[src/sv/assert_macros.svh]
// Assertion helpers, compiled out when SYNTH is defined
`ifndef ASSERT_MACROS_SVH
`define ASSERT_MACROS_SVH

`ifndef SYNTH
`define ASSERT_PROP(lbl, clk, rstn, prop, msg) \
  lbl: assert property (@(posedge clk) disable iff (!rstn) (prop)) else $error(msg);
`define ASSERT_NEVER(lbl, clk, rstn, prop, msg) \
  lbl: assert property (@(posedge clk) disable iff (!rstn) !(prop)) else $error(msg);
`else
`define ASSERT_PROP(lbl, clk, rstn, prop, msg)
`define ASSERT_NEVER(lbl, clk, rstn, prop, msg)
`endif

`endif

[src/sv/upn_pkg.sv]
`default_nettype none
package upn_pkg;

  localparam int unsigned FIFO_DEPTH = 4;

  typedef enum logic [2:0] {
    ST_OK      = 3'd0,
    ST_NULL    = 3'd1,
    ST_UTF8    = 3'd2,
    ST_ROOTED  = 3'd3,
    ST_DOTDOT  = 3'd4,
    ST_EMPTY   = 3'd5
  } status_e;

  typedef enum logic [2:0] {
    U8_ACCEPT = 3'd0,
    U8_TAIL1  = 3'd1,
    U8_E0     = 3'd2,
    U8_ED     = 3'd3,
    U8_TAIL2  = 3'd4,
    U8_F0     = 3'd5,
    U8_F4     = 3'd6,
    U8_TAIL3  = 3'd7
  } u8_phase_e;

  typedef enum logic [1:0] {
    SEG_EMPTY  = 2'd0,
    SEG_DOT    = 2'd1,
    SEG_DOTDOT = 2'd2,
    SEG_NORMAL = 2'd3
  } seg_e;

  // one request from front to back: expands to slash, dots, byte, status
  typedef struct packed {
    logic [7:0] ch;
    logic       pre_slash;
    logic [1:0] ndots;
    logic       has_ch;
    logic       done;
    status_e    status;
  } cmd_t;

endpackage
`default_nettype wire

[src/sv/upn_front.sv]
`default_nettype none
module upn_front (
  input  wire logic        clk_i,
  input  wire logic        rst_ni,
  input  wire logic        valid_i,
  input  wire logic [7:0]  byte_i,
  input  wire logic        last_i,
  input  wire logic        full_i,
  output logic             ready_o,
  output logic             push_o,
  output upn_pkg::cmd_t    cmd_o
);

  localparam logic [7:0] CH_SLASH = 8'h2F;
  localparam logic [7:0] CH_BSLASH = 8'h5C;
  localparam logic [7:0] CH_DOT = 8'h2E;
  localparam logic [7:0] CH_COLON = 8'h3A;

  upn_pkg::u8_phase_e phase_q, phase_d;
  logic [1:0]         pos_q, pos_d;
  logic               letter_q, letter_d;
  upn_pkg::seg_e      seg_q, seg_d;
  logic               wrote_q, wrote_d;
  logic [3:0]         flags_q, flags_d;

  logic [7:0] b;
  logic [7:0] lo, hi;
  logic       accept;

  assign ready_o = !full_i;
  assign accept  = valid_i && ready_o;
  assign b       = (byte_i == CH_BSLASH) ? CH_SLASH : byte_i;

  always_comb begin
    phase_d  = phase_q;
    pos_d    = pos_q;
    letter_d = letter_q;
    seg_d    = seg_q;
    wrote_d  = wrote_q;
    flags_d  = flags_q;
    lo       = 8'h80;
    hi       = 8'hBF;
    cmd_o    = '0;
    cmd_o.status = upn_pkg::ST_OK;

    if (b == 8'h00) flags_d[0] = 1'b1;

    // strict UTF-8 decoder
    if (phase_q == upn_pkg::U8_ACCEPT) begin
      if (b[7]) begin
        if (b >= 8'hC2 && b <= 8'hDF) phase_d = upn_pkg::U8_TAIL1;
        else if (b == 8'hE0) phase_d = upn_pkg::U8_E0;
        else if (b == 8'hED) phase_d = upn_pkg::U8_ED;
        else if (b >= 8'hE1 && b <= 8'hEF) phase_d = upn_pkg::U8_TAIL2;
        else if (b == 8'hF0) phase_d = upn_pkg::U8_F0;
        else if (b == 8'hF4) phase_d = upn_pkg::U8_F4;
        else if (b >= 8'hF1 && b <= 8'hF3) phase_d = upn_pkg::U8_TAIL3;
        else flags_d[1] = 1'b1;
      end
    end else begin
      case (phase_q)
        upn_pkg::U8_E0: lo = 8'hA0;
        upn_pkg::U8_ED: hi = 8'h9F;
        upn_pkg::U8_F0: lo = 8'h90;
        upn_pkg::U8_F4: hi = 8'h8F;
        default: ;
      endcase
      if (b < lo || b > hi) begin
        flags_d[1] = 1'b1;
        phase_d    = upn_pkg::U8_ACCEPT;
      end else begin
        case (phase_q)
          upn_pkg::U8_TAIL1: phase_d = upn_pkg::U8_ACCEPT;
          upn_pkg::U8_E0,
          upn_pkg::U8_ED,
          upn_pkg::U8_TAIL2: phase_d = upn_pkg::U8_TAIL1;
          default:           phase_d = upn_pkg::U8_TAIL2;
        endcase
      end
    end

    // rooted: leading slash or drive letter
    if (pos_q == 2'd0) begin
      if (b == CH_SLASH) flags_d[2] = 1'b1;
      letter_d = (b >= 8'h41 && b <= 8'h5A) || (b >= 8'h61 && b <= 8'h7A);
      pos_d    = 2'd1;
    end else if (pos_q == 2'd1) begin
      if (letter_q && b == CH_COLON) flags_d[2] = 1'b1;
      pos_d = 2'd2;
    end

    // segment handling
    if (b == CH_SLASH) begin
      if (seg_q == upn_pkg::SEG_DOTDOT) flags_d[3] = 1'b1;
      seg_d = upn_pkg::SEG_EMPTY;
    end else if (seg_q == upn_pkg::SEG_NORMAL) begin
      cmd_o.has_ch = 1'b1;
      cmd_o.ch     = b;
    end else if (b == CH_DOT && seg_q != upn_pkg::SEG_DOTDOT) begin
      seg_d = (seg_q == upn_pkg::SEG_EMPTY) ? upn_pkg::SEG_DOT : upn_pkg::SEG_DOTDOT;
    end else begin
      cmd_o.pre_slash = wrote_q;
      cmd_o.ndots     = 2'(seg_q);
      cmd_o.has_ch    = 1'b1;
      cmd_o.ch        = b;
      seg_d           = upn_pkg::SEG_NORMAL;
      wrote_d         = 1'b1;
    end

    if (last_i) begin
      if (seg_d == upn_pkg::SEG_DOTDOT) flags_d[3] = 1'b1;
      if (phase_d != upn_pkg::U8_ACCEPT) flags_d[1] = 1'b1;
      cmd_o.done = 1'b1;
      if (flags_d[0]) cmd_o.status = upn_pkg::ST_NULL;
      else if (flags_d[1]) cmd_o.status = upn_pkg::ST_UTF8;
      else if (flags_d[2]) cmd_o.status = upn_pkg::ST_ROOTED;
      else if (flags_d[3]) cmd_o.status = upn_pkg::ST_DOTDOT;
      else if (!wrote_d) cmd_o.status = upn_pkg::ST_EMPTY;
      else cmd_o.status = upn_pkg::ST_OK;
      phase_d  = upn_pkg::U8_ACCEPT;
      pos_d    = 2'd0;
      letter_d = 1'b0;
      seg_d    = upn_pkg::SEG_EMPTY;
      wrote_d  = 1'b0;
      flags_d  = '0;
    end
  end

  assign push_o = accept && (cmd_o.pre_slash || cmd_o.has_ch || cmd_o.done);

  always_ff @(posedge clk_i or negedge rst_ni) begin
    if (!rst_ni) begin
      phase_q  <= upn_pkg::U8_ACCEPT;
      pos_q    <= 2'd0;
      letter_q <= 1'b0;
      seg_q    <= upn_pkg::SEG_EMPTY;
      wrote_q  <= 1'b0;
      flags_q  <= '0;
    end else if (accept) begin
      phase_q  <= phase_d;
      pos_q    <= pos_d;
      letter_q <= letter_d;
      seg_q    <= seg_d;
      wrote_q  <= wrote_d;
      flags_q  <= flags_d;
    end
  end

endmodule
`default_nettype wire

[src/sv/upn_fifo.sv]
`default_nettype none
`include "assert_macros.svh"
module upn_fifo #(
  parameter int unsigned Depth = upn_pkg::FIFO_DEPTH
) (
  input  wire logic          clk_i,
  input  wire logic          rst_ni,
  input  wire logic          push_i,
  input  upn_pkg::cmd_t      data_i,
  output logic               full_o,
  input  wire logic          pop_i,
  output upn_pkg::cmd_t      data_o,
  output logic               empty_o
);

  localparam int unsigned PtrW = (Depth > 1) ? $clog2(Depth) : 1;
  localparam int unsigned CntW = $clog2(Depth + 1);
  localparam logic [PtrW-1:0] LastPtr = PtrW'(Depth - 1);

  upn_pkg::cmd_t   mem_q [Depth];
  logic [PtrW-1:0] wr_ptr_q, rd_ptr_q;
  logic [CntW-1:0] cnt_q;

  assign full_o  = (cnt_q == CntW'(Depth));
  assign empty_o = (cnt_q == '0);
  assign data_o  = mem_q[rd_ptr_q];

  always_ff @(posedge clk_i) begin
    if (push_i) begin
      mem_q[wr_ptr_q] <= data_i;
    end
  end

  always_ff @(posedge clk_i or negedge rst_ni) begin
    if (!rst_ni) begin
      wr_ptr_q <= '0;
      rd_ptr_q <= '0;
      cnt_q    <= '0;
    end else begin
      if (push_i) begin
        wr_ptr_q <= (wr_ptr_q == LastPtr) ? '0 : wr_ptr_q + 1'b1;
      end
      if (pop_i) begin
        rd_ptr_q <= (rd_ptr_q == LastPtr) ? '0 : rd_ptr_q + 1'b1;
      end
      if (push_i && !pop_i) begin
        cnt_q <= cnt_q + 1'b1;
      end else if (pop_i && !push_i) begin
        cnt_q <= cnt_q - 1'b1;
      end
    end
  end

  `ASSERT_NEVER(a_pop_empty, clk_i, rst_ni, pop_i && empty_o, "pop from empty queue")
  `ASSERT_NEVER(a_push_full, clk_i, rst_ni, push_i && full_o, "push into full queue")
  `ASSERT_PROP(a_cnt_range, clk_i, rst_ni, cnt_q <= CntW'(Depth), "queue count overflow")

endmodule
`default_nettype wire

[src/sv/upn_back.sv]
`default_nettype none
`include "assert_macros.svh"
module upn_back (
  input  wire logic        clk_i,
  input  wire logic        rst_ni,
  input  upn_pkg::cmd_t    head_i,
  input  wire logic        empty_i,
  output logic             pop_o,
  output logic             valid_o,
  input  wire logic        ready_i,
  output logic [7:0]       out_byte_o,
  output logic             has_byte_o,
  output logic             path_done_o,
  output upn_pkg::status_e status_o,
  output logic             run_last_o
);

  localparam logic [7:0] CH_SLASH = 8'h2F;
  localparam logic [7:0] CH_DOT = 8'h2E;

  logic [2:0] idx_q, idx_d;
  logic [2:0] s1, s2, s3, total;
  logic       can_load, fire, is_last;

  logic             valid_q;
  logic [7:0]       byte_q, byte_d;
  logic             has_q, has_d;
  logic             done_q, done_d;
  upn_pkg::status_e st_q, st_d;
  logic             last_q;

  assign s1    = {2'b00, head_i.pre_slash};
  assign s2    = s1 + {1'b0, head_i.ndots};
  assign s3    = s2 + {2'b00, head_i.has_ch};
  assign total = s3 + {2'b00, head_i.done};

  assign can_load = !valid_q || ready_i;
  assign fire     = !empty_i && can_load;
  assign is_last  = (idx_q == total - 3'd1);
  assign pop_o    = fire && is_last;

  always_comb begin
    byte_d = 8'h00;
    has_d  = 1'b0;
    done_d = 1'b0;
    st_d   = upn_pkg::ST_OK;
    if (idx_q < s1) begin
      byte_d = CH_SLASH;
      has_d  = 1'b1;
    end else if (idx_q < s2) begin
      byte_d = CH_DOT;
      has_d  = 1'b1;
    end else if (idx_q < s3) begin
      byte_d = head_i.ch;
      has_d  = 1'b1;
    end else begin
      done_d = 1'b1;
      st_d   = head_i.status;
    end
    idx_d = idx_q;
    if (fire) begin
      idx_d = is_last ? 3'd0 : idx_q + 3'd1;
    end
  end

  always_ff @(posedge clk_i or negedge rst_ni) begin
    if (!rst_ni) begin
      idx_q   <= 3'd0;
      valid_q <= 1'b0;
    end else begin
      idx_q <= idx_d;
      if (fire) begin
        valid_q <= 1'b1;
      end else if (ready_i) begin
        valid_q <= 1'b0;
      end
    end
  end

  always_ff @(posedge clk_i) begin
    if (fire) begin
      byte_q <= byte_d;
      has_q  <= has_d;
      done_q <= done_d;
      st_q   <= st_d;
      last_q <= is_last;
    end
  end

  assign valid_o     = valid_q;
  assign out_byte_o  = byte_q;
  assign has_byte_o  = has_q;
  assign path_done_o = done_q;
  assign status_o    = st_q;
  assign run_last_o  = last_q;

  `ASSERT_PROP(a_idx_range, clk_i, rst_ni, empty_i || (idx_q < total), "step past request")
  `ASSERT_PROP(a_done_last, clk_i, rst_ni, !(valid_q && done_q) || last_q, "status not last")
  `ASSERT_NEVER(a_byte_done, clk_i, rst_ni, valid_q && has_q && done_q, "byte and status mixed")

endmodule
`default_nettype wire

[src/sv/utf8_path_normalizer_unit.sv]
// Path: an accepted byte's request is written to the request queue, and its results are then registered at the output.
// Throughput: one input byte per cycle unless the request queue is full; a byte that yields k results
// sends them out one at a time, and bursts (up to five results) are absorbed by the request queue.
// Input stalls only when the request queue (FifoDepth entries) is full.
// Reset: asynchronous active-low rst_ni clears decoder, path state, queue and output valid.
`default_nettype none
module utf8_path_normalizer_unit #(
  parameter int unsigned FifoDepth = upn_pkg::FIFO_DEPTH
) (
  input  wire logic        clk_i,
  input  wire logic        rst_ni,
  input  wire logic        s_axis_tvalid,
  output logic             s_axis_tready,
  input  wire logic [7:0]  s_axis_tdata,   // [7:0] path_byte
  input  wire logic        s_axis_tlast,   // path_last
  output logic             m_axis_tvalid,
  input  wire logic        m_axis_tready,
  output logic [15:0]      m_axis_tdata,   // [7:0] out_byte, [10:8] status, rest zero
  output logic [1:0]       m_axis_tuser,   // [0] has_byte, [1] path_done
  output logic             m_axis_tlast    // run_last
);

  upn_pkg::cmd_t    push_cmd, head_cmd;
  logic             push, pop, full, empty;
  logic [7:0]       out_byte;
  logic             has_byte, path_done, run_last;
  upn_pkg::status_e status;

  upn_front u_front (
    .clk_i   (clk_i),
    .rst_ni  (rst_ni),
    .valid_i (s_axis_tvalid),
    .byte_i  (s_axis_tdata),
    .last_i  (s_axis_tlast),
    .full_i  (full),
    .ready_o (s_axis_tready),
    .push_o  (push),
    .cmd_o   (push_cmd)
  );

  upn_fifo #(
    .Depth (FifoDepth)
  ) u_fifo (
    .clk_i   (clk_i),
    .rst_ni  (rst_ni),
    .push_i  (push),
    .data_i  (push_cmd),
    .full_o  (full),
    .pop_i   (pop),
    .data_o  (head_cmd),
    .empty_o (empty)
  );

  upn_back u_back (
    .clk_i       (clk_i),
    .rst_ni      (rst_ni),
    .head_i      (head_cmd),
    .empty_i     (empty),
    .pop_o       (pop),
    .valid_o     (m_axis_tvalid),
    .ready_i     (m_axis_tready),
    .out_byte_o  (out_byte),
    .has_byte_o  (has_byte),
    .path_done_o (path_done),
    .status_o    (status),
    .run_last_o  (run_last)
  );

  assign m_axis_tdata = {5'b00000, 3'(status), out_byte};
  assign m_axis_tuser = {path_done, has_byte};
  assign m_axis_tlast = run_last;

endmodule
`default_nettype wire

[config.mk]
export PLATFORM = sky130hd
export DESIGN_NAME = utf8_path_normalizer_unit
export DESIGN_NICKNAME = d
export VERILOG_FILES = /design/src/sv/upn_pkg.sv /design/src/sv/upn_front.sv /design/src/sv/upn_fifo.sv /design/src/sv/upn_back.sv /design/src/sv/utf8_path_normalizer_unit.sv
export VERILOG_INCLUDE_DIRS = /design/src /design/src/sv
export SDC_FILE = /design/constraint.sdc
export NUM_CORES = 1
export LEC_CHECK = 0
export BUFFER_PORTS_ARGS = -buffer_cell sky130_fd_sc_hd__buf_4
export CAP_MARGIN = 20
export CORE_MARGIN = 2
export CORE_UTILIZATION = 60
export CTS_BUF_LIST = sky130_fd_sc_hd__clkbuf_16
export CTS_CLUSTER_DIAMETER = 60
export DETAILED_ROUTE_END_ITERATION = 10
export PLACE_DENSITY = 0.79
export SKIP_CTS_REPAIR_TIMING = 1
export SYNTH_ARGS = -nofsm -noshare
export SYNTH_HDL_FRONTEND = slang
export SYNTH_SLANG_ARGS = --single-unit
[constraint.sdc]
create_clock -name clk_i -period 4.8 [get_ports clk_i]
set_input_delay 0.48 -clock clk_i [delete_from_list [all_inputs] [get_ports clk_i]]
set_output_delay 0.48 -clock clk_i [all_outputs]
set_load 0.01 [all_outputs]
# Yosys cells after proc, flatten, opt, wreduce, memory -nomap -nowiden
# Memories as Yosys holds them, arrays and structs flattened.
# Index checks and enable logic that the tools add are counted.
[op_classes]
n_bitwise = 1
reduce_logical = 39
n_addsub = 9
magnitude_cmp = 15
muxes = 77
eq_ne = 23
[ops]
columns = ["cell", "count"]
rows = [
  ["2-to-1 mux 3 bit", 20],
  ["2-to-1 mux 1 bit", 35],
  ["equality test 8 bit, second input constant", 4],
  ["2-to-1 mux 8 bit", 4],
  ["equality test 8 x 6 -> 1 bit, second input constant", 3],
  ["greater-or-equal comparator 8 bit, second input constant", 3],
  ["less-or-equal comparator 8 bit, second input constant", 3],
  ["2-to-1 mux 12 bit", 2],
  ["one-hot mux 6 bit (2 select lines)", 2],
  ["2-to-1 mux 2 bit", 10],
  ["greater-or-equal comparator 8 x 7 -> 1 bit, second input constant", 2],
  ["less-or-equal comparator 8 x 7 -> 1 bit, second input constant", 2],
  ["logical AND 1 bit", 13],
  ["equality test 3 bit, second input constant", 4],
  ["equality test 2 bit, second input constant", 5],
  ["OR reduction 3 bit", 3],
  ["equality test 8 x 7 -> 1 bit, second input constant", 1],
  ["greater-than comparator 8 bit", 1],
  ["logical NOT 8 bit", 1],
  ["< comparator 8 bit", 1],
  ["2-to-1 mux 4 bit", 2],
  ["adder 3 x 1 -> 3 bit", 2],
  ["adder 3 x 1 -> 3 bit, second input constant", 2],
  ["equality test 3 x 2 -> 1 bit, second input constant", 2],
  ["20 further kinds", 37],
]
[word_totals]
word_cells = 183
output_inout_bits = 21
inputBits = 13
memories = 1
mem_bits_rw = 64
register_bits = 38
[memory_table]
columns = ["memory", "depth", "word_bits", "rd", "rd_ports_with_merged_regs", "wr", "line", "source"]
rows = [
  ["u_fifo.mem_q", 4, 16, 1, 0, 1, "upn_fifo.sv:20", "upn_pkg::cmd_t mem_q [Depth];"],
]

# Depth between registers and ports, before layout
# Gate-level depths: netlist of the first run.
[logic_depth]
word_depth = 25
mapped_depth = 18
depth_no_buf = 16

# Modules after synthesis
# Synthesis of the first run repeated with hierarchy kept, for this count alone.
[unflattened]
hier_cells = 383
area_unflattened_um2 = 5153.7
[by_module_without_submodules]
columns = ["module", "cells_per_inst", "seq_area_each_um2", "area_per_inst_um2", "n_inst"]
rows = [
  ["upn_fifo", 121, 2097.0, 2766.4, 1],
  ["upn_front", 170, 325.3, 1330.0, 1],
  ["upn_back", 84, 520.5, 1001.0, 1],
  ["utf8_path_normalizer_unit", 8, 0.0, 56.3, 1],
]

# Worst setup path before layout of the first run
# OpenSTA, ideal clock, no wires.
[synth_timing]
kind = "reg2reg"
startpoint = "register u_fifo.rd_ptr_q[0]"
endpoint = "register u_fifo.cnt_q[1]"
setup_time_ns = 0.125
synth_period_minus_slack_ns = 4.469
arrival_time_ns = 4.344
required_time_ns = 4.675
setup_slack_ns = 0.331
path_buffers = 2
path_stages_with_launch = 16
cell_sequence = "dfrtp_1 buf_2 buf_2 mux4_2 ha_1 ha_1 fa_1 inv_1 ha_1 xnor2_1 nor3_1 nand2_1 ha_1 inv_1 fa_1 mux2_2"
[synth_between]
elab_chain_cells = 10
word_cells_on_any_way = 12
classes_between = "add/sub: 4; eq/ne: 1; mux: 1; reduce/logical: 5; memory: 1"
[synth_rtl]
columns = ["item", "line", "source"]
rows = [
  ["from (decl)", "upn_fifo.sv:21", "logic [PtrW-1:0] wr_ptr_q, rd_ptr_q;"],
  ["from (signal assigned)", "upn_fifo.sv:44", "rd_ptr_q <= (rd_ptr_q == LastPtr) ? '0 : rd_ptr_q + 1'b1;"],
  ["memory read (4 x 16 bit) *", "--", ""],
  ["adder 1 x 2 -> 3 bit", "upn_back.sv:33", "assign s2 = s1 + {1'b0, head_i.ndots};"],
  ["adder 3 x 1 -> 3 bit", "upn_back.sv:34", "assign s3 = s2 + {2'b00, head_i.has_ch};"],
  ["adder 3 x 1 -> 3 bit *", "upn_back.sv:35", "assign total = s3 + {2'b00, head_i.done};"],
  ["subtractor 3 x 1 -> 3 bit *", "upn_back.sv:39", "assign is_last = (idx_q == total - 3'd1);"],
  ["equality test 3 bit *", "upn_back.sv:39", ""],
  ["named net u_back.is_last", "upn_back.sv:23", "logic can_load, fire, is_last;"],
  ["logical AND 1 bit *", "upn_back.sv:40", "assign pop_o = fire && is_last;"],
  ["logical NOT 1 bit", "upn_fifo.sv:46", "if (push_i && !pop_i) begin"],
  ["logical AND 1 bit", "upn_fifo.sv:46", ""],
  ["2-to-1 mux 3 bit / nonzero test 2 bit (equally long branches)", "--", ""],
  ["to (signal assigned)", "upn_fifo.sv:47", "cnt_q <= cnt_q + 1'b1;"],
  ["to (signal assigned)", "upn_fifo.sv:49", "cnt_q <= cnt_q - 1'b1;"],
  ["to (decl)", "upn_fifo.sv:22", "logic [CntW-1:0] cnt_q;"],
]
# The timed path passes the listed nets; every way through them passes the cells marked *.
# A chain may end at the register's enable or synchronous reset.

# Final worst setup path of the first run
# Same ends and word-level chain as after synthesis.

==> metrics.md, run 1 <==
| Metric | Value |
|---|---|
| GPL Wtd Cong | ~0.9 |
| Clk slew on worst S/H paths | about 0.07 ns |
| CP required | about 5.0 ns |
| Routed Antenna Nets | 0 |
| Final Critical Period | about 4.3 ns |
| Share of the synthesized area in the top cell type | between 40% and 50% |
| Asr flop ratio synth | between 20% and 30% |
| Slew at the pin closest to its max-slew limit | 0.835 ns |
| Flop2flop setup slack | 0.51 ns |
| Slew Viols, Final | 0 |
| Global-route wire length before repair | 15000 um |
| Post-synthesis cell type count | between 70 and 80 |
| Synth Cell Area | a little over 0.005 sq mm |
| Synth-to-layout area growth | 10.9% |
| Initial antenna violation count | 0 |
| Clk pwr share | approximately a fifth |
| Fraction of layout cells with a size suffix above 1 | 18.8% |
| Primary FF master, synth | edfxtp_1 |
| Synth Warn # | 0 |
| Clk buf depth | 2 |
| Status | complete, no violations |
| Clk_skew | ~0.0075 ns |
| Port Buf Inserts | 28 |
| RR Startpoint | u_fifo.rd_ptr_q[0]$_DFFE_PN0P_ |
| Worst Reg-to-Reg Cells | 14 |
| Total track usage | 22.0% |
| Clk root buf | clkbuf_16 |
| Die footprint | 0.00923 sq mm |
| Die Y | between 90 and 100 um |
| Area contributors post-synth | edfxtp_1 (46%), dfrtp_1 (12%), mux4_2 (7.1%) |
| Max IR drop VDD | between 0.3 and 0.4 mV |
| Filler Cells Inserted | 576 |
| Initial DRC Count | roughly 140 |
| PD cells | 656 mW/mm^2 |
| Initial DRT Pass Iterations | 5 |
| HP Class | in2async |
| Total negative slack | 0 ns |
| Syn avg cell area | 13.0 sq um |
| Pin count of the biggest net entering global routing | 25 |
| CP Launch Type | flip-flop |
| Final nets | 444 |
| Total wire length | 9140 um |
| Flop pwr share | about two fifths |
| Critical path capture point type | flip-flop |
| Via/cell ratio | 6.02 |
| Via count of the routed design | roughly 3100 |
| Final Total Pwr | approximately 3.7 mW |
| Core Area | about 0.0082 sq mm |
| R2r endpoint | u_fifo.cnt_q[1]$_DFFE_PN0P_ |
| Worst Path Max Fanout | 8 |
| EDFF count, synth | between 70 and 80 |
| Seq cells post-synth | a little over 100 |
| Detail Placement HPWL | roughly 6500 um |
| Row cnt | 33 |
| CTS tree | done |
| CP Data Arrival Time | roughly 4.5 ns |
| Comb pwr share | 40.1% |
| Num CTS Buffers | 9 |
| Vias in the first global route | between 2000 and 3000 |
| RSZ-0062 raised after global routing | false |
| Die width | 96.1 um |
| Drt drc | 0 |
| Initial Utilization | about three fifths |
| Worst skew pair latency | approximately 0.34 ns |
| Register area share after synthesis | just under 60% |
| Period utilization | 89.3% |
| Total I/O pin count | 34 |
| Final hold viol count | 0 |
| Congestion Overflow GR | 0 |
| Fmax | roughly 230 MHz |
| Clk sinks | between 100 and 150 |
| H-tree levels | 3 |
| Rel. slew slack | between 40% and 50% |
| Final setup fails | 0 |
| NetSw | around 1.3 mW |
| Inserted Diodes | 0 |
| Int Pwr | approximately 2.4 mW |
| Area leader, netlist | edfxtp_1 |
| WS Path Type | reg2reg |
| Gate Count Post-Synth | between 300 and 400 |
| Sw Share | between 30% and 40% |
| Avg WL per Cell | approximately 18 um |
| Leakage | roughly 2.2 nW |
| Maxcap violations | 0 |
## power groups by stage
stage | clock network (mW) | logic, mW | registers (mW)
6_report | 0.786 | 1.49 | 1.43
5_1_grt | 0.829 | 1.67 | 1.46
4_1_cts | 0.795 | 1.50 | 1.43
3_5_place_dp | 0 | 1.48 | 1.45
3_3_place_gp | 0 | 1.41 | 1.43
2_1_floorplan | 0 | 1.10 | 1.41
## through the flow
step | hold WS (ns) | setup WS [ns] | std cells | util [%] | instance area [sq um]
2_1_floorplan | 0.184 | 0.331 | 394 | - | 5100
3_3_place_gp | 0.400 | 0.678 | 504 | 64.7 | 5310
3_5_place_dp | 0.401 | 0.526 | 504 | 64.7 | 5310
4_1_cts | 0.0394 | 0.481 | 520 | 68.7 | 5640
5_1_grt | 0.0502 | 0.262 | 520 | 68.7 | 5640
6_report | 0.0298 | 0.513 | 520 | 68.7 | 5640
## state kept, by name, summed over array words and instances, names as in the netlist
signal,flops
u_fifo.rd_ptr_q,2
u_fifo.wr_ptr_q,2
u_front.wrote_q,1
u_back.idx_q,3
u_fifo.cnt_q,3
u_front.phase_q,3
u_front.seg_q,2
u_back.out_byte_o,8
u_back.status_o,3
u_front.pos_q,2
u_back.path_done_o,1
u_fifo.mem_q,64
u_back.has_byte_o,1
u_front.letter_q,1
u_back.run_last_o,1
u_back.valid_o,1
u_front.flags_q,4
## routing by layer
| layer | part of all wire [%] | track usage [%] | wire, um |
|---|---|---|---|
| met4 | 2.2 | 9.17 | 204 |
| met3 | 4.3 | 2.98 | 394 |
| met2 | 51 | 36.8 | 4630 |
| met1 | 43 | 29.0 | 3920 |
| met5 | 0 | 0 | 0 |
## cell usage after synthesis (5+ instances only)
cell type	instances
xnor2_1	5
nor3_1	11
dfrtp_1	24
buf_2	5
edfxtp_1	78
and3_1	11
ha_1	19
buf_4	7
inv_1	27
nand2b_1	5
mux4_2	16
and2_1	10
nor2_1	22
a21oi_1	8
clkbuf_1	10
nand2_1	28
a21o_1	8
o21ai_0	17
nor4_1	5
## critical path: stages, from the launching register on
cell,delay [ns]
dfrtp_1,0.58
mux4_2,0.60
ha_1,0.35
ha_1,0.23
fa_1,0.48
inv_1,0.05
ha_1,0.20
xnor2_1,0.19
xnor2_1,0.09
nor3_1,0.19
nand2_1,0.18
ha_1,0.27
inv_1,0.08
fa_1,0.41
mux2_2,0.26
## how the worst max path moves through the flow
stage | start | endpoint | slack (ns) | cells past startpoint
6_report | u_fifo.rd_ptr_q[0]$_DFFE_PN0P_ | u_fifo.cnt_q[1]$_DFFE_PN0P_ | 0.51 | 14
5_1_grt | u_fifo.rd_ptr_q[0]$_DFFE_PN0P_ | u_fifo.cnt_q[2]$_DFFE_PN0P_ | 0.26 | 16
4_1_cts | u_fifo.rd_ptr_q[0]$_DFFE_PN0P_ | u_fifo.cnt_q[1]$_DFFE_PN0P_ | 0.48 | 14
3_5_place_dp | u_fifo.rd_ptr_q[0]$_DFFE_PN0P_ | u_fifo.cnt_q[1]$_DFFE_PN0P_ | 0.53 | 14
3_3_place_gp | u_fifo.rd_ptr_q[0]$_DFFE_PN0P_ | u_fifo.cnt_q[1]$_DFFE_PN0P_ | 0.68 | 13
2_1_floorplan | u_fifo.rd_ptr_q[0]$_DFFE_PN0P_ | u_fifo.cnt_q[1]$_DFFE_PN0P_ | 0.33 | 15
## cell usage in the layout (no fill, tap or decap), types with 3 or more instances in the layout
master	Yosys	final
a21o_1	8	8
a21oi_1	8	8
a31oi_1	3	3
and2_1	10	10
and3_1	11	11
buf_4	7	31
clkbuf_16	0	9
clkinv_4	0	3
conb_1	1	5
dfrtp_1	24	24
edfxtp_1	78	78
ha_1	19	19
inv_1	27	27
mux4_2	16	16
nand2_1	28	28
nand2b_1	5	5
nand3_1	3	3
nor2_1	22	22
nor2b_1	3	3
nor3_1	11	11
nor4_1	5	5
o21a_1	3	3
o21ai_0	17	17
xnor2_1	5	5
xor2_1	3	3
## final cells by class
class	instances	area (sq um)	share of cell area (%)
Inverter	27	101	1.80
Tap cell	105	131	2.33
Clock inverter	7	106	1.88
Multi-Input combinational cell	239	1900	33.7
Clock buffer	9	225	3.99
Timing Repair Buffer	31	233	4.12
Sequential cell	102	2940	52.1
## cells by family (layout without fill, tap and decap cells)
logic type	count (synthesis)	in the layout	share of synthesized area, %
xor gates and xnor gates	8	8	1.38
DFF	102	102	57.8
AOI/OAI and AO/OA	71	71	10.5
other	1	5	0.0737
buffers and inverters	53	74	5.02
and+or+nand+nor	115	115	12.1
adders and majority gates	21	21	5.46
muxes	19	19	7.72
No activity file was read; power rests on OpenSTA's default activity.
==> run 2, diff against run 1 <==
Settings changed: CORE_ASPECT_RATIO set to 1.5, CORE_UTILIZATION 60 to 45, PLACE_DENSITY 0.79 to not set.
==> metrics.md, run 2 (same netlist as run 1, synthesis figures left out) <==
| Metric | Value |
|---|---|
| Avg WL per Cell | 16.8 um |
| Die Y | ~130 um |
| Final Critical Period | roughly 4.1 ns |
| CTS tree | done |
| Slew at the pin closest to its max-slew limit | between 0.8 and 0.9 ns |
| Initial DRC Count | between 100 and 150 |
| Clk buf depth | 2 |
| CP Launch Type | flip-flop |
| Global-route wire length before repair | between 15000 and 20000 um |
| Clk root buf | clkbuf_16 |
| Via/cell ratio | 5.47 |
| Pin count of the biggest net entering global routing | 25 |
| Largest Register | u_fifo.mem_q |
| HP Class | in2async |
| Worst Path Max Fanout | 6 |
| Clk_skew | around 0.007 ns |
| Total track usage | between 10% and 20% |
| Final setup fails | 0 |
| Die footprint | 0.0122 sq mm |
| Max IR drop VDD | between 0.15 and 0.2 mV |
| Leakage | 2.20 nW |
| RSZ-0062 raised after global routing | false |
| Row cnt | 47 |
| Total wire length | ~9400 um |
| Vias in the first global route | between 3000 and 4000 |
| Congestion Overflow GR | 0 |
| Port Buf Inserts | 28 |
| Synth-to-layout area growth | 11.3% |
| Maxcap violations | 0 |
| Flop2flop setup slack | about 0.70 ns |
| Most frequent cells in the layout | edfxtp_1 (78), buf_4 (31), nand2_1 (28), inv_1 (27), dfrtp_1 (24) |
| PD cells | 637 mW/mm^2 |
| H-tree levels | 3 |
| Drt drc | 0 |
| Max reg flops | 64 |
| Final Total Pwr | approximately 3.6 mW |
| Fraction of layout cells with a size suffix above 1 | a little under a fifth |
| Num CTS Buffers | 9 |
| Detail Placement HPWL | just under 7000 um |
| Final nets | roughly 440 |
| Initial Utilization | ~46% |
| Via count of the routed design | about 3100 |
| CP Data Arrival Time | ~4.4 ns |
| Die width | slightly above 90 um |
| Final hold viol count | 0 |
| Core Area | roughly 0.011 sq mm |
| Inserted Diodes | 0 |
| Routed Antenna Nets | 0 |
| Commonest non-fill, non-tap cell in the layout | edfxtp_1 |
| Total negative slack | 0 ns |
| Total I/O pin count | 34 |
| Fmax | about 240 MHz |
| Worst skew pair latency | between 0.3 and 0.4 ns |
| Clk sinks | a little over 100 |
| GPL Wtd Cong | around 0.88 |
| Clk slew on worst S/H paths | about 0.07 ns |
| Initial DRT Pass Iterations | 4 |
| Rel. slew slack | between 40% and 50% |
| Slew Viols, Final | 0 |
| Critical path capture point type | flip-flop |
| Initial antenna violation count | 0 |
| Status | complete, no violations |
| Period utilization | between 80% and 90% |
| WS Path Type | reg2reg |
| CP required | 5.06 ns |
[run 2: changes by cell type in the layout (fill, tap and decap cells not counted)]
cell and change:
bufinv_16 -1, clkinv_1 +1, clkinvlp_4 +1, inv_8 -1, clkinv_2 +1, clkinv_4 -1
[run 2: final cells by class]
cell class,instances,area (sq um)
Inverter,27,101
Fill cell,982,5390
Clock buffer,9,225
Multi-Input combinational cell,239,1900
Timing Repair Buffer,31,233
Clock inverter,7,72.6
Tap cell,147,184
Sequential cell,102,2940
[run 2: worst paths after layout]
path	to	from	cells past startpoint
worst min register to register	u_back.valid_o$_DFFE_PN0P_	u_back.valid_o$_DFFE_PN0P_	2
min in group clk_i	u_back.valid_o$_DFFE_PN0P_	m_axis_tready	4
worst max register to register	u_fifo.cnt_q[2]$_DFFE_PN0P_	u_fifo.rd_ptr_q[0]$_DFFE_PN0P_	17
worst max-delay path	u_fifo.cnt_q[2]$_DFFE_PN0P_	u_fifo.rd_ptr_q[0]$_DFFE_PN0P_	17
worst min-delay path	u_fifo.cnt_q[0]$_DFFE_PN0P_	rst_ni	1
max in group asynchronous	u_fifo.rd_ptr_q[0]$_DFFE_PN0P_	rst_ni	1
[run 2: through the flow]
step                instance area, sq um  worst slack [ns]  cells  utilization, %  hold WS, ns
floorplan                           5100             0.331    394               -        0.184
global placement                    5370             0.753    546            48.5        0.407
detailed placement                  5370             0.648    546            48.5        0.410
CTS                                 5660             0.641    562            51.2       0.0392
global route                        5660             0.386    562            51.2       0.0517
finish                              5660             0.697    562            51.2       0.0383
[run 2: worst max-delay path: stages, from the launching register on]
cell	delay, ns
dfrtp_1	0.45
mux4_2	0.57
ha_1	0.33
ha_1	0.22
fa_1	0.48
inv_1	0.05
ha_1	0.20
xnor2_1	0.16
xnor2_1	0.14
nor3_1	0.06
buf_4	0.15
nand2_1	0.12
ha_1	0.21
inv_1	0.06
fa_1	0.38
xor2_1	0.17
nor2_1	0.11
xor2_1	0.17
[run 2: metal layers]
| layer | track usage [%] | share of wire (%) | vias up | routed length [um] |
|---|---|---|---|---|
| met1 | 18.4 | 38 | 1508 | 3580 |
| met2 | 31.4 | 57 | 65 | 5420 |
| met3 | 2.75 | 2.9 | 12 | 275 |
| met4 | 7.15 | 1.7 | 0 | 165 |
| met5 | 0 | 0 | - | 0 |
| li1 | - | - | 1487 | - |
[run 2: where the power goes]
| group | leakage, nW | internal, mW | total [mW] | switching [mW] |
|---|---|---|---|---|
| sequential | 1.02 | 1.28 | 1.41 | 0.129 |
| clock | 0.143 | 0.405 | 0.718 | 0.313 |
| combinational | 1.03 | 0.682 | 1.48 | 0.795 |
